File: config.mk
export PLATFORM = sky130hd
export DESIGN_NAME = ir_burst_attack_scorer
export DESIGN_NICKNAME = d
export VERILOG_FILES = /design/src/rtl/ibas_pkg.sv /design/src/rtl/ibas_div.sv /design/src/rtl/ir_burst_attack_scorer.sv
export SDC_FILE = /design/constraint.sdc
export NUM_CORES = 2
export LEC_CHECK = 0
export ABC_AREA = 1
export BUFFER_PORTS_ARGS = -buffer_cell sky130_fd_sc_hd__buf_4
export CAP_MARGIN = 20
export CORE_MARGIN = 8
export CORE_UTILIZATION = 52
export CTS_CLUSTER_SIZE = 28
export DETAILED_ROUTE_END_ITERATION = 10
export MAX_ROUTING_LAYER = met4
export PLACE_DENSITY = 0.78
export SYNTH_ARGS = -nofsm -noshare
export SYNTH_HDL_FRONTEND = slang
export SYNTH_SLANG_ARGS = --single-unit
File: constraint.sdc
create_clock -name clock -period 6.7 [get_ports clock]
set_clock_uncertainty 0.05 [all_clocks]
set_input_delay 1.34 -clock clock [delete_from_list [all_inputs] [get_ports clock]]
set_output_delay 1.34 -clock clock [all_outputs]
set_load 0.03 [all_outputs]
File: src/rtl/ibas_pkg.sv
// Package for the infrared burst attack scorer.
// Holds the CSR indexes, alert state codes and divider request/response types.
// No dependencies.
package ibas_pkg;

   localparam int CSR_IDX_W = 3;
   localparam int CSR_DATA_W = 16;

   typedef enum logic [CSR_IDX_W-1:0] {
      CSR_BUCKET_MS      = 3'd0,
      CSR_WINDOW_BUCKETS = 3'd1,
      CSR_RATE_SATURATE  = 3'd2,
      CSR_ENTER_COUNT    = 3'd3,
      CSR_HOLD_MS        = 3'd4,
      CSR_SUSPECT_LEVEL  = 3'd5,
      CSR_ALERT_LEVEL    = 3'd6,
      CSR_DISTINCT_MIN   = 3'd7
   } csr_idx_type;

   typedef enum logic [1:0] {
      MODE_NORMAL  = 2'd0,
      MODE_SUSPECT = 2'd1,
      MODE_ALERT   = 2'd2
   } mode_type;

   typedef struct packed {
      logic        start;
      logic [31:0] num;
      logic [31:0] den;
   } div_req_type;

   typedef struct packed {
      logic        done;
      logic [31:0] quo;
   } div_rsp_type;

endpackage

File: src/rtl/ibas_div.sv
// Shared restoring divider for the scorer, one quotient bit per cycle.
// Depends on ibas_pkg.
module ibas_div
   import ibas_pkg::*;
(
   input  logic        clock,
   input  logic        reset,
   input  div_req_type req,
   output div_rsp_type rsp
);

   logic [31:0] quo_ff, quo_in;
   logic [32:0] rem_ff, rem_in;
   logic [31:0] den_ff, den_in;
   logic [5:0]  cnt_ff, cnt_in;
   logic        busy_ff, busy_in;
   logic        done_ff, done_in;
   logic [32:0] trial;

   always_comb begin
      quo_in  = quo_ff;
      rem_in  = rem_ff;
      den_in  = den_ff;
      cnt_in  = cnt_ff;
      busy_in = busy_ff;
      done_in = 1'b0;
      trial   = {rem_ff[31:0], quo_ff[31]};
      if (req.start) begin
         quo_in  = req.num;
         rem_in  = '0;
         den_in  = req.den;
         cnt_in  = 6'd0;
         busy_in = 1'b1;
      end else if (busy_ff) begin
         if (trial >= {1'b0, den_ff}) begin
            rem_in = trial - {1'b0, den_ff};
            quo_in = {quo_ff[30:0], 1'b1};
         end else begin
            rem_in = trial;
            quo_in = {quo_ff[30:0], 1'b0};
         end
         cnt_in = cnt_ff + 6'd1;
         if (cnt_ff == 6'd31) begin
            busy_in = 1'b0;
            done_in = 1'b1;
         end
      end
   end

   always_ff @(posedge clock) begin
      if (reset) begin
         busy_ff <= 1'b0;
         done_ff <= 1'b0;
         cnt_ff  <= '0;
      end else begin
         busy_ff <= busy_in;
         done_ff <= done_in;
         cnt_ff  <= cnt_in;
      end
      quo_ff <= quo_in;
      rem_ff <= rem_in;
      den_ff <= den_in;
   end

   assign rsp.done = done_ff;
   assign rsp.quo  = quo_ff;

endmodule

File: src/rtl/ir_burst_attack_scorer.sv
// Scorer top level: bucket history, protocol ring and sequencer over ibas_div; uses ibas_pkg.
// Per poll: advance the buckets it crosses, count it into the head bucket, sum the window,
// count distinct ring protocols, run three divides on ibas_div, then score and register.
// Throughput: one item at a time; a result held by rsp_tready stalls the next one in scoring.
// After reset the history is swept clear with req_tready low.
// Reset is synchronous, active high, and restores register defaults.
module ir_burst_attack_scorer
   import ibas_pkg::*;
#(
   parameter int HISTORY_BUCKETS = 40,
   parameter int RING_DEPTH = 8
)(
   input  logic                  clock,
   input  logic                  reset,
   input  logic                  req_tvalid,
   output logic                  req_tready,
   // elapsed_ms[9:0], event_present[10], event_valid[11], protocol_code[19:12]
   input  logic [23:0]           req_tdata,
   output logic                  rsp_tvalid,
   input  logic                  rsp_tready,
   // score[6:0], alert_state[8:7], events_per_sec[20:9], valid_pct[27:21],
   // distinct_protocols[31:28], valid_burst_flag[32], jammer_flag[33]
   output logic [39:0]           rsp_tdata,
   input  logic                  csr_valid,
   output logic                  csr_ready,
   input  logic [CSR_IDX_W-1:0]  csr_index,
   input  logic [CSR_DATA_W-1:0] csr_data
);

   localparam int HW = (HISTORY_BUCKETS > 1) ? $clog2(HISTORY_BUCKETS) : 1;
   localparam int RW = (RING_DEPTH > 1) ? $clog2(RING_DEPTH) : 1;
   localparam int FW = $clog2(RING_DEPTH + 1);
   localparam logic [HW-1:0] HLAST = HW'(HISTORY_BUCKETS - 1);

   typedef enum logic [3:0] {
      S_CLEAR, S_IDLE, S_ADV, S_LOAD, S_COUNT, S_SUM, S_DIST, S_EPS, S_PCT, S_W1,
      S_SCORE, S_OUT
   } state_type;

   state_type state_ff;

   logic [9:0]  bucket_ms_ff;
   logic [5:0]  window_ff;
   logic [7:0]  rate_sat_ff;
   logic [3:0]  enter_ff;
   logic [15:0] hold_ff;
   logic [6:0]  suspect_ff, alert_ff;
   logic [3:0]  dmin_ff;

   logic [7:0] ev_mem [HISTORY_BUCKETS];
   logic [7:0] fl_mem [HISTORY_BUCKETS];
   logic [7:0] proto_mem [RING_DEPTH];

   logic [HW-1:0] head_ff, addr_ff;
   logic          lag_ff;
   logic [10:0]   ms_ff;
   logic [RW-1:0] wpos_ff;
   logic [FW-1:0] fill_ff;
   logic [1:0]    mode_ff;
   logic [3:0]    streak_ff;
   logic [16:0]   since_ff;
   logic [9:0]    elapsed_ff;
   logic          present_ff, valid_ff;
   logic [7:0]    proto_ff;
   logic [5:0]    cnt_ff;
   logic [13:0]   total_ff, fails_ff;
   logic [FW-1:0] i_ff, j_ff;
   logic          dup_ff;
   logic [3:0]    dist_ff;
   logic [11:0]   eps_ff;
   logic [6:0]    pct_ff;
   logic [6:0]    w1_ff;
   logic [39:0]   rsp_ff;
   logic          rsp_valid_ff;
   logic          div_wait_ff;
   logic [7:0]    rd_ev_ff, rd_fl_ff;

   logic [9:0]  bm;
   logic [5:0]  win;
   logic [7:0]  rs;
   div_req_type dreq;
   div_rsp_type drsp;

   assign bm  = (bucket_ms_ff == '0) ? 10'd1 : bucket_ms_ff;
   assign win = (window_ff == '0) ? 6'd1 :
                (32'(window_ff) > HISTORY_BUCKETS) ? 6'(HISTORY_BUCKETS) : window_ff;
   assign rs  = (rate_sat_ff == '0) ? 8'd1 : rate_sat_ff;

   assign req_tready = (state_ff == S_IDLE);
   assign csr_ready  = 1'b1;
   assign rsp_tvalid = rsp_valid_ff;
   assign rsp_tdata  = rsp_ff;

   ibas_div u_div (.clock(clock), .reset(reset), .req(dreq), .rsp(drsp));

   always_comb begin
      dreq.start = 1'b0;
      dreq.num   = '0;
      dreq.den   = 32'd1;
      if (!div_wait_ff) begin
         unique case (state_ff)
            S_EPS: begin
               dreq.start = 1'b1;
               dreq.num   = 32'(total_ff) * 32'd1000;
               dreq.den   = 32'(win) * 32'(bm);
            end
            S_PCT: begin
               dreq.start = 1'b1;
               dreq.num   = 32'((fails_ff <= total_ff) ? total_ff - fails_ff : 14'd0)
                            * 32'd100;
               dreq.den   = 32'(total_ff);
            end
            S_W1: begin
               dreq.start = 1'b1;
               dreq.num   = 32'(eps_ff) * 32'd60;
               dreq.den   = 32'(rs);
            end
            default: ;
         endcase
      end
   end

   logic [6:0]  sc;
   logic        burst, jam;
   logic        nz;
   logic [7:0]  sum7;
   logic [6:0]  w2;
   logic [16:0] since_nx;
   logic [3:0]  streak_nx;
   logic [1:0]  mode_nx;
   always_comb begin
      nz    = (total_ff != '0);
      burst = (pct_ff >= 7'd70) && (dist_ff >= dmin_ff);
      jam   = !burst && (pct_ff <= 7'd30);
      w2    = (burst || jam) ? 7'd40 : 7'd15;
      sum7  = {1'b0, w1_ff} + {1'b0, w2};
      sc    = !nz ? 7'd0 : (sum7 > 8'd100) ? 7'd100 : sum7[6:0];
      since_nx = since_ff + 17'(elapsed_ff);
      if (since_nx > 17'hFFFF) since_nx = 17'hFFFF;
      if (sc >= suspect_ff) since_nx = '0;
      streak_nx = streak_ff;
      mode_nx   = mode_ff;
      if (sc >= alert_ff) begin
         if (streak_ff < 4'd15) streak_nx = streak_ff + 4'd1;
         if (streak_nx >= enter_ff) mode_nx = MODE_ALERT;
      end else begin
         streak_nx = '0;
         if (mode_ff != MODE_ALERT && sc >= suspect_ff) mode_nx = MODE_SUSPECT;
      end
      if (since_nx > {1'b0, hold_ff}) mode_nx = MODE_NORMAL;
   end

   always_ff @(posedge clock) begin
      if (reset) begin
         bucket_ms_ff <= 10'd200;
         window_ff    <= 6'd10;
         rate_sat_ff  <= 8'd6;
         enter_ff     <= 4'd2;
         hold_ff      <= 16'd4000;
         suspect_ff   <= 7'd40;
         alert_ff     <= 7'd70;
         dmin_ff      <= 4'd3;
      end else if (csr_valid) begin
         unique case (csr_idx_type'(csr_index))
            CSR_BUCKET_MS:      bucket_ms_ff <= csr_data[9:0];
            CSR_WINDOW_BUCKETS: window_ff    <= csr_data[5:0];
            CSR_RATE_SATURATE:  rate_sat_ff  <= csr_data[7:0];
            CSR_ENTER_COUNT:    enter_ff     <= csr_data[3:0];
            CSR_HOLD_MS:        hold_ff      <= csr_data;
            CSR_SUSPECT_LEVEL:  suspect_ff   <= csr_data[6:0];
            CSR_ALERT_LEVEL:    alert_ff     <= csr_data[6:0];
            CSR_DISTINCT_MIN:   dmin_ff      <= csr_data[3:0];
         endcase
      end
   end

   always_ff @(posedge clock) begin
      rd_ev_ff <= ev_mem[addr_ff];
      rd_fl_ff <= fl_mem[addr_ff];
   end

   always_ff @(posedge clock) begin
      if (reset) begin
         state_ff     <= S_CLEAR;
         addr_ff      <= '0;
         head_ff      <= '0;
         ms_ff        <= '0;
         wpos_ff      <= '0;
         fill_ff      <= '0;
         mode_ff      <= MODE_NORMAL;
         streak_ff    <= '0;
         since_ff     <= 17'hFFFF;
         rsp_valid_ff <= 1'b0;
         div_wait_ff  <= 1'b0;
      end else begin
         if (rsp_valid_ff && rsp_tready) rsp_valid_ff <= 1'b0;
         unique case (state_ff)
            S_CLEAR: begin
               ev_mem[addr_ff] <= '0;
               fl_mem[addr_ff] <= '0;
               addr_ff <= (addr_ff == HLAST) ? '0 : addr_ff + 1'b1;
               if (addr_ff == HLAST) state_ff <= S_IDLE;
            end
            S_IDLE: begin
               if (req_tvalid && req_tready) begin
                  elapsed_ff <= req_tdata[9:0];
                  present_ff <= req_tdata[10];
                  valid_ff   <= req_tdata[11];
                  proto_ff   <= req_tdata[19:12];
                  ms_ff      <= ms_ff + 11'(req_tdata[9:0]);
                  state_ff   <= S_ADV;
               end
            end
            S_ADV: begin
               if (ms_ff >= 11'(bm)) begin
                  head_ff <= (head_ff == HLAST) ? '0 : head_ff + 1'b1;
                  ev_mem[(head_ff == HLAST) ? '0 : head_ff + 1'b1] <= '0;
                  fl_mem[(head_ff == HLAST) ? '0 : head_ff + 1'b1] <= '0;
                  ms_ff <= ms_ff - 11'(bm);
               end else begin
                  addr_ff  <= head_ff;
                  state_ff <= S_LOAD;
               end
            end
            S_LOAD: begin
               state_ff <= S_COUNT;
            end
            S_COUNT: begin
               if (present_ff) begin
                  if (rd_ev_ff != 8'hFF) ev_mem[head_ff] <= rd_ev_ff + 8'd1;
                  if (!valid_ff && rd_fl_ff != 8'hFF) fl_mem[head_ff] <= rd_fl_ff + 8'd1;
                  if (valid_ff) begin
                     proto_mem[wpos_ff] <= proto_ff;
                     wpos_ff <= (32'(wpos_ff) == RING_DEPTH - 1) ? '0 : wpos_ff + 1'b1;
                     if (32'(fill_ff) < RING_DEPTH) fill_ff <= fill_ff + 1'b1;
                  end
               end
               total_ff <= '0;
               fails_ff <= '0;
               cnt_ff   <= '0;
               lag_ff   <= 1'b0;
               addr_ff  <= head_ff;
               state_ff <= S_SUM;
            end
            S_SUM: begin
               addr_ff <= (addr_ff == '0) ? HLAST : addr_ff - 1'b1;
               lag_ff  <= 1'b1;
               if (lag_ff) begin
                  total_ff <= total_ff + 14'(rd_ev_ff);
                  fails_ff <= fails_ff + 14'(rd_fl_ff);
                  cnt_ff   <= cnt_ff + 6'd1;
                  if (cnt_ff + 6'd1 == win) begin
                     i_ff <= '0;
                     j_ff <= '0;
                     dup_ff <= 1'b0;
                     dist_ff <= '0;
                     state_ff <= S_DIST;
                  end
               end
            end
            S_DIST: begin
               if (i_ff >= fill_ff) begin
                  state_ff <= S_EPS;
               end else if (j_ff == i_ff) begin
                  if (!dup_ff) dist_ff <= dist_ff + 4'd1;
                  i_ff <= i_ff + 1'b1;
                  j_ff <= '0;
                  dup_ff <= 1'b0;
               end else begin
                  if (proto_mem[RW'(j_ff)] == proto_mem[RW'(i_ff)]) dup_ff <= 1'b1;
                  j_ff <= j_ff + 1'b1;
               end
            end
            S_EPS: begin
               if (!div_wait_ff) div_wait_ff <= 1'b1;
               else if (drsp.done) begin
                  div_wait_ff <= 1'b0;
                  eps_ff <= (drsp.quo > 32'd2550) ? 12'd2550 : drsp.quo[11:0];
                  state_ff <= S_PCT;
               end
            end
            S_PCT: begin
               if (!div_wait_ff) div_wait_ff <= 1'b1;
               else if (drsp.done) begin
                  div_wait_ff <= 1'b0;
                  pct_ff <= drsp.quo[6:0];
                  state_ff <= S_W1;
               end
            end
            S_W1: begin
               if (!div_wait_ff) div_wait_ff <= 1'b1;
               else if (drsp.done) begin
                  div_wait_ff <= 1'b0;
                  w1_ff <= (drsp.quo > 32'd60) ? 7'd60 : drsp.quo[6:0];
                  state_ff <= S_SCORE;
               end
            end
            S_SCORE: begin
               if (!rsp_valid_ff || rsp_tready) begin
                  since_ff  <= since_nx;
                  streak_ff <= streak_nx;
                  mode_ff   <= mode_nx;
                  rsp_ff    <= {6'd0, nz & jam, nz & burst,
                                nz ? dist_ff : 4'd0,
                                nz ? pct_ff : 7'd0,
                                nz ? eps_ff : 12'd0,
                                mode_nx, sc};
                  state_ff  <= S_OUT;
               end
            end
            S_OUT: begin
               rsp_valid_ff <= 1'b1;
               state_ff <= S_IDLE;
            end
            default: state_ff <= S_IDLE;
         endcase
      end
   end

endmodule

==> metrics.yaml <==
ys_async_sr_fraction: 0
cts_tree: "done"
clock_latency_ns: 0.72
worstHoldEndpoint: "alert_ff[4]$_SDFFE_PP0P_"
worst_slew_pin_slew_ns: 1.11
post-synth-top-count-cell: "edfxtp_1"
gr-total-overflow: 0
crit_required_ns: 7.10
chipWidth_um: 345
leakagePower_nw: 24.2
ys_top_cells_by_area: "edfxtp_1 47%, dfxtp_1 6.5%, ha_1 6.2%"
holdCritPathClass: "reg2reg"
critical_path_class: "reg2reg"
fillerInstances: 8846
layout_min_cycle_time_ns: 6.04
powerDensity_nw_per_um2: 352
core_area_um2: 107000
clock-sinks: 1063
rrSetupSlack_ns: 0.66
rr_endpoint: "rsp_tdata[7]$_DFFE_PP_"
io_buffers: 79
worstHoldStart: "alert_ff[4]$_SDFFE_PP0P_"
place_ws_ns: 0.663
multi_input_area_um2: 23100
met1_usage: 0.313
wl_per_cell_um: 19.2
hold_violations: 0
cap_violations: 0
finalSetupViolations: 0
antenna_found_initial: 0
ctsHoldBuffers: 0
synth.top_cell.area_share: 0.470
placementRows: 120
yosysWarnings: 0
drive_gt1_frac: 0.0661
ys_types: 58
ant_nets: 0
ir_drop_uv: 302
grt_max_degree: 187
synth-seq-cells: 1063
grt_pass1_wl_um: 222000
synth_edf_count: 880
max_freq_mhz: 166
nNetsFinal: 6289
final_max_slew_viol_count: 0
slowest_stage: "edfxtp_1"
synth-main-ff-cell: "edfxtp_1"
areaGrowthSynthToFinish_pct: 10.2
use_met2: 0.381
critical_path_arrival_ns: 6.44
clk_path_buf_depth: 3
r2r-start: "dist_ff[0]$_SDFFCE_PN0P_"
grtUsageTotal: 0.239
pin_count: 91
gr-usage-met3: 0.0385
clkTransAtPathRegs_ns: 0.06
grt_setup_unrepaired: "no"
synth_seq_area_share: 0.535
final.setup.tns_ns: 0
wl_um: 140000
cts_buffers: 111
startpoint: "dist_ff[0]$_SDFFCE_PN0P_"
vias: 42900
slowest_delay_ns: 0.43
setup_ws_ns: 0.661
path_common_cell: "nand2_1"
die_h_um: 345
postSynthAreaPerCell_um2: 9.68
place_hpwl_um: 93500
end_kind: "register"
cp-start-kind: "register"
holdPathStages: 2
critPathMaxFanout: 8
slew-limit-headroom: 0.261
min_period_over_period: 0.901
globalplace.congestion: 0.933
first_global_vias: 41800
rr_worst_depth: 34
dr.first_iter.drc_count: 4561
run_status: "finished clean"
start_util: 0.524
grt_busiest_layer: "met2"
htreeDepth: 3
dr.pass1.iters: 8
cts-root-buf: "clkbuf_16"
syn_area_um2: 56200
drc: 0
viasPerCell: 5.85
register_area_um2: 30100
syn_inst: 5811
die-area_um2: 119000
synth_top_area_cell: "edfxtp_1"
ys_top_cells_by_count: "880 x edfxtp_1, 821 x nor2_1, 815 x nand2_1"
-- logic make-up after synthesis --
kind of cell / count (synthesis) / share of synthesized area
other cells: 2 / 0.000134
simple gates: 2046 / 0.151
fa+ha+maj: 402 / 0.106
buf+inv: 842 / 0.0570
flops: 1063 / 0.535
xor+xnor: 88 / 0.0137
compound gates: 1368 / 0.137
-- layer usage --
| metal | wire length, um | vias up |
|---|---|---|
| met4 | 4780 | 0 |
| met1 | 58100 | 20400 |
| met3 | 11800 | 346 |
| met5 | 0 | - |
| li1 | - | 20200 |
| met2 | 65800 | 1888 |
-- stage by stage --
step	std cells	utilization	cell area (um^2)	hold WS (ns)	power (W)
2_1_floorplan	5817	-	56200	0.376	0.0135
6_report	7335	0.578	62000	0.410	0.0218
4_1_cts	7331	0.578	61900	0.413	0.0217
3_3_place_gp	7126	0.544	58300	0.401	0.0154
3_5_place_dp	7126	0.544	58300	0.396	0.0156
5_1_grt	7334	0.578	62000	0.434	0.0231
-- state kept, by name (all words and copies together) (netlist names), 8 cells and up, named ones only --
| signal | flops |
|---|---|
| rd_ev_ff | 8 |
| fails_ff | 14 |
| u_div.rem_ff | 32 |
| eps_ff | 12 |
| proto_mem | 64 |
| proto_ff | 8 |
| u_div.quo_ff | 32 |
| hold_ff | 16 |
| rsp_tdata | 34 |
| bucket_ms_ff | 10 |
| rd_fl_ff | 8 |
| ms_ff | 11 |
| elapsed_ff | 10 |
| total_ff | 14 |
| since_ff | 17 |
| ev_mem | 320 |
| u_div.den_ff | 16 |
| rate_sat_ff | 8 |
| fl_mem | 320 |
-- worst max path at each step --
stage	endpoint	slack [ns]	depth (start not counted)
2_1_floorplan	rsp_tdata[7]$_DFFE_PP_	1.29	36
3_5_place_dp	mode_ff[0]$_SDFFE_PP0P_	0.66	37
3_3_place_gp	mode_ff[1]$_SDFFE_PP0P_	0.85	35
6_report	rsp_tdata[7]$_DFFE_PP_	0.66	34
4_1_cts	rsp_tdata[7]$_DFFE_PP_	0.60	37
5_1_grt	rsp_tdata[7]$_DFFE_PP_	0.03	38
-- layout make-up --
| cell class | instances | share of cell area |
|---|---|---|
| repair buffers | 135 | 0.0172 |
| diodes | 1 | 0.0000404 |
| well taps | 1403 | 0.0283 |
| multi-input cells | 3912 | 0.373 |
| flip-flops and latches | 1063 | 0.486 |
| clock buffers | 135 | 0.0473 |
| inverters | 616 | 0.0376 |
| clock inverters | 70 | 0.0112 |
-- placed cells by master (no fill, tap or decap), types with 11 or more instances in the layout --
cell type,instances
a21o_1,11
a21oi_1,353
a31oi_1,20
buf_4,131
clkbuf_1,20
clkbuf_16,113
clkinv_1,33
clkinv_2,29
dfxtp_1,180
edfxtp_1,880
fa_1,122
ha_1,280
inv_1,591
nand2_1,815
nand3_1,222
nand4_1,56
nor2_1,807
nor2_2,17
nor3_1,42
nor4_1,16
o211ai_1,68
o21a_1,20
o21ai_0,661
o21bai_1,13
o221ai_1,76
o22ai_1,91
or2_2,18
xnor2_1,35
xor2_1,53
-- power breakdown --
group / total, W / switching [W] / internal, W / leakage, nW
registers: 0.00812 / 0.000461 / 0.00766 / 9.51
logic: 0.00756 / 0.00516 / 0.00240 / 12.9
clock network: 0.00613 / 0.00262 / 0.00350 / 1.78
-- worst max-delay path: cells and delay by family (launching register included) --
kind,cells,cell delay (ns)
xor gates and xnor gates,1,0.23
buffers and inverters,6,0.69
DFF,1,0.43
and+or+nand+nor,13,1.80
adders and majority gates,4,1.06
AOI/OAI and AO/OA,10,1.53
-- repair_timing --
action / 4_1_cts / 5_1_grt
resized for setup: 0 / 1
setup buffers: 0 / 1
endpoints found under the setup margin: 0 / 4
Power figures use the tool's default switching activity.
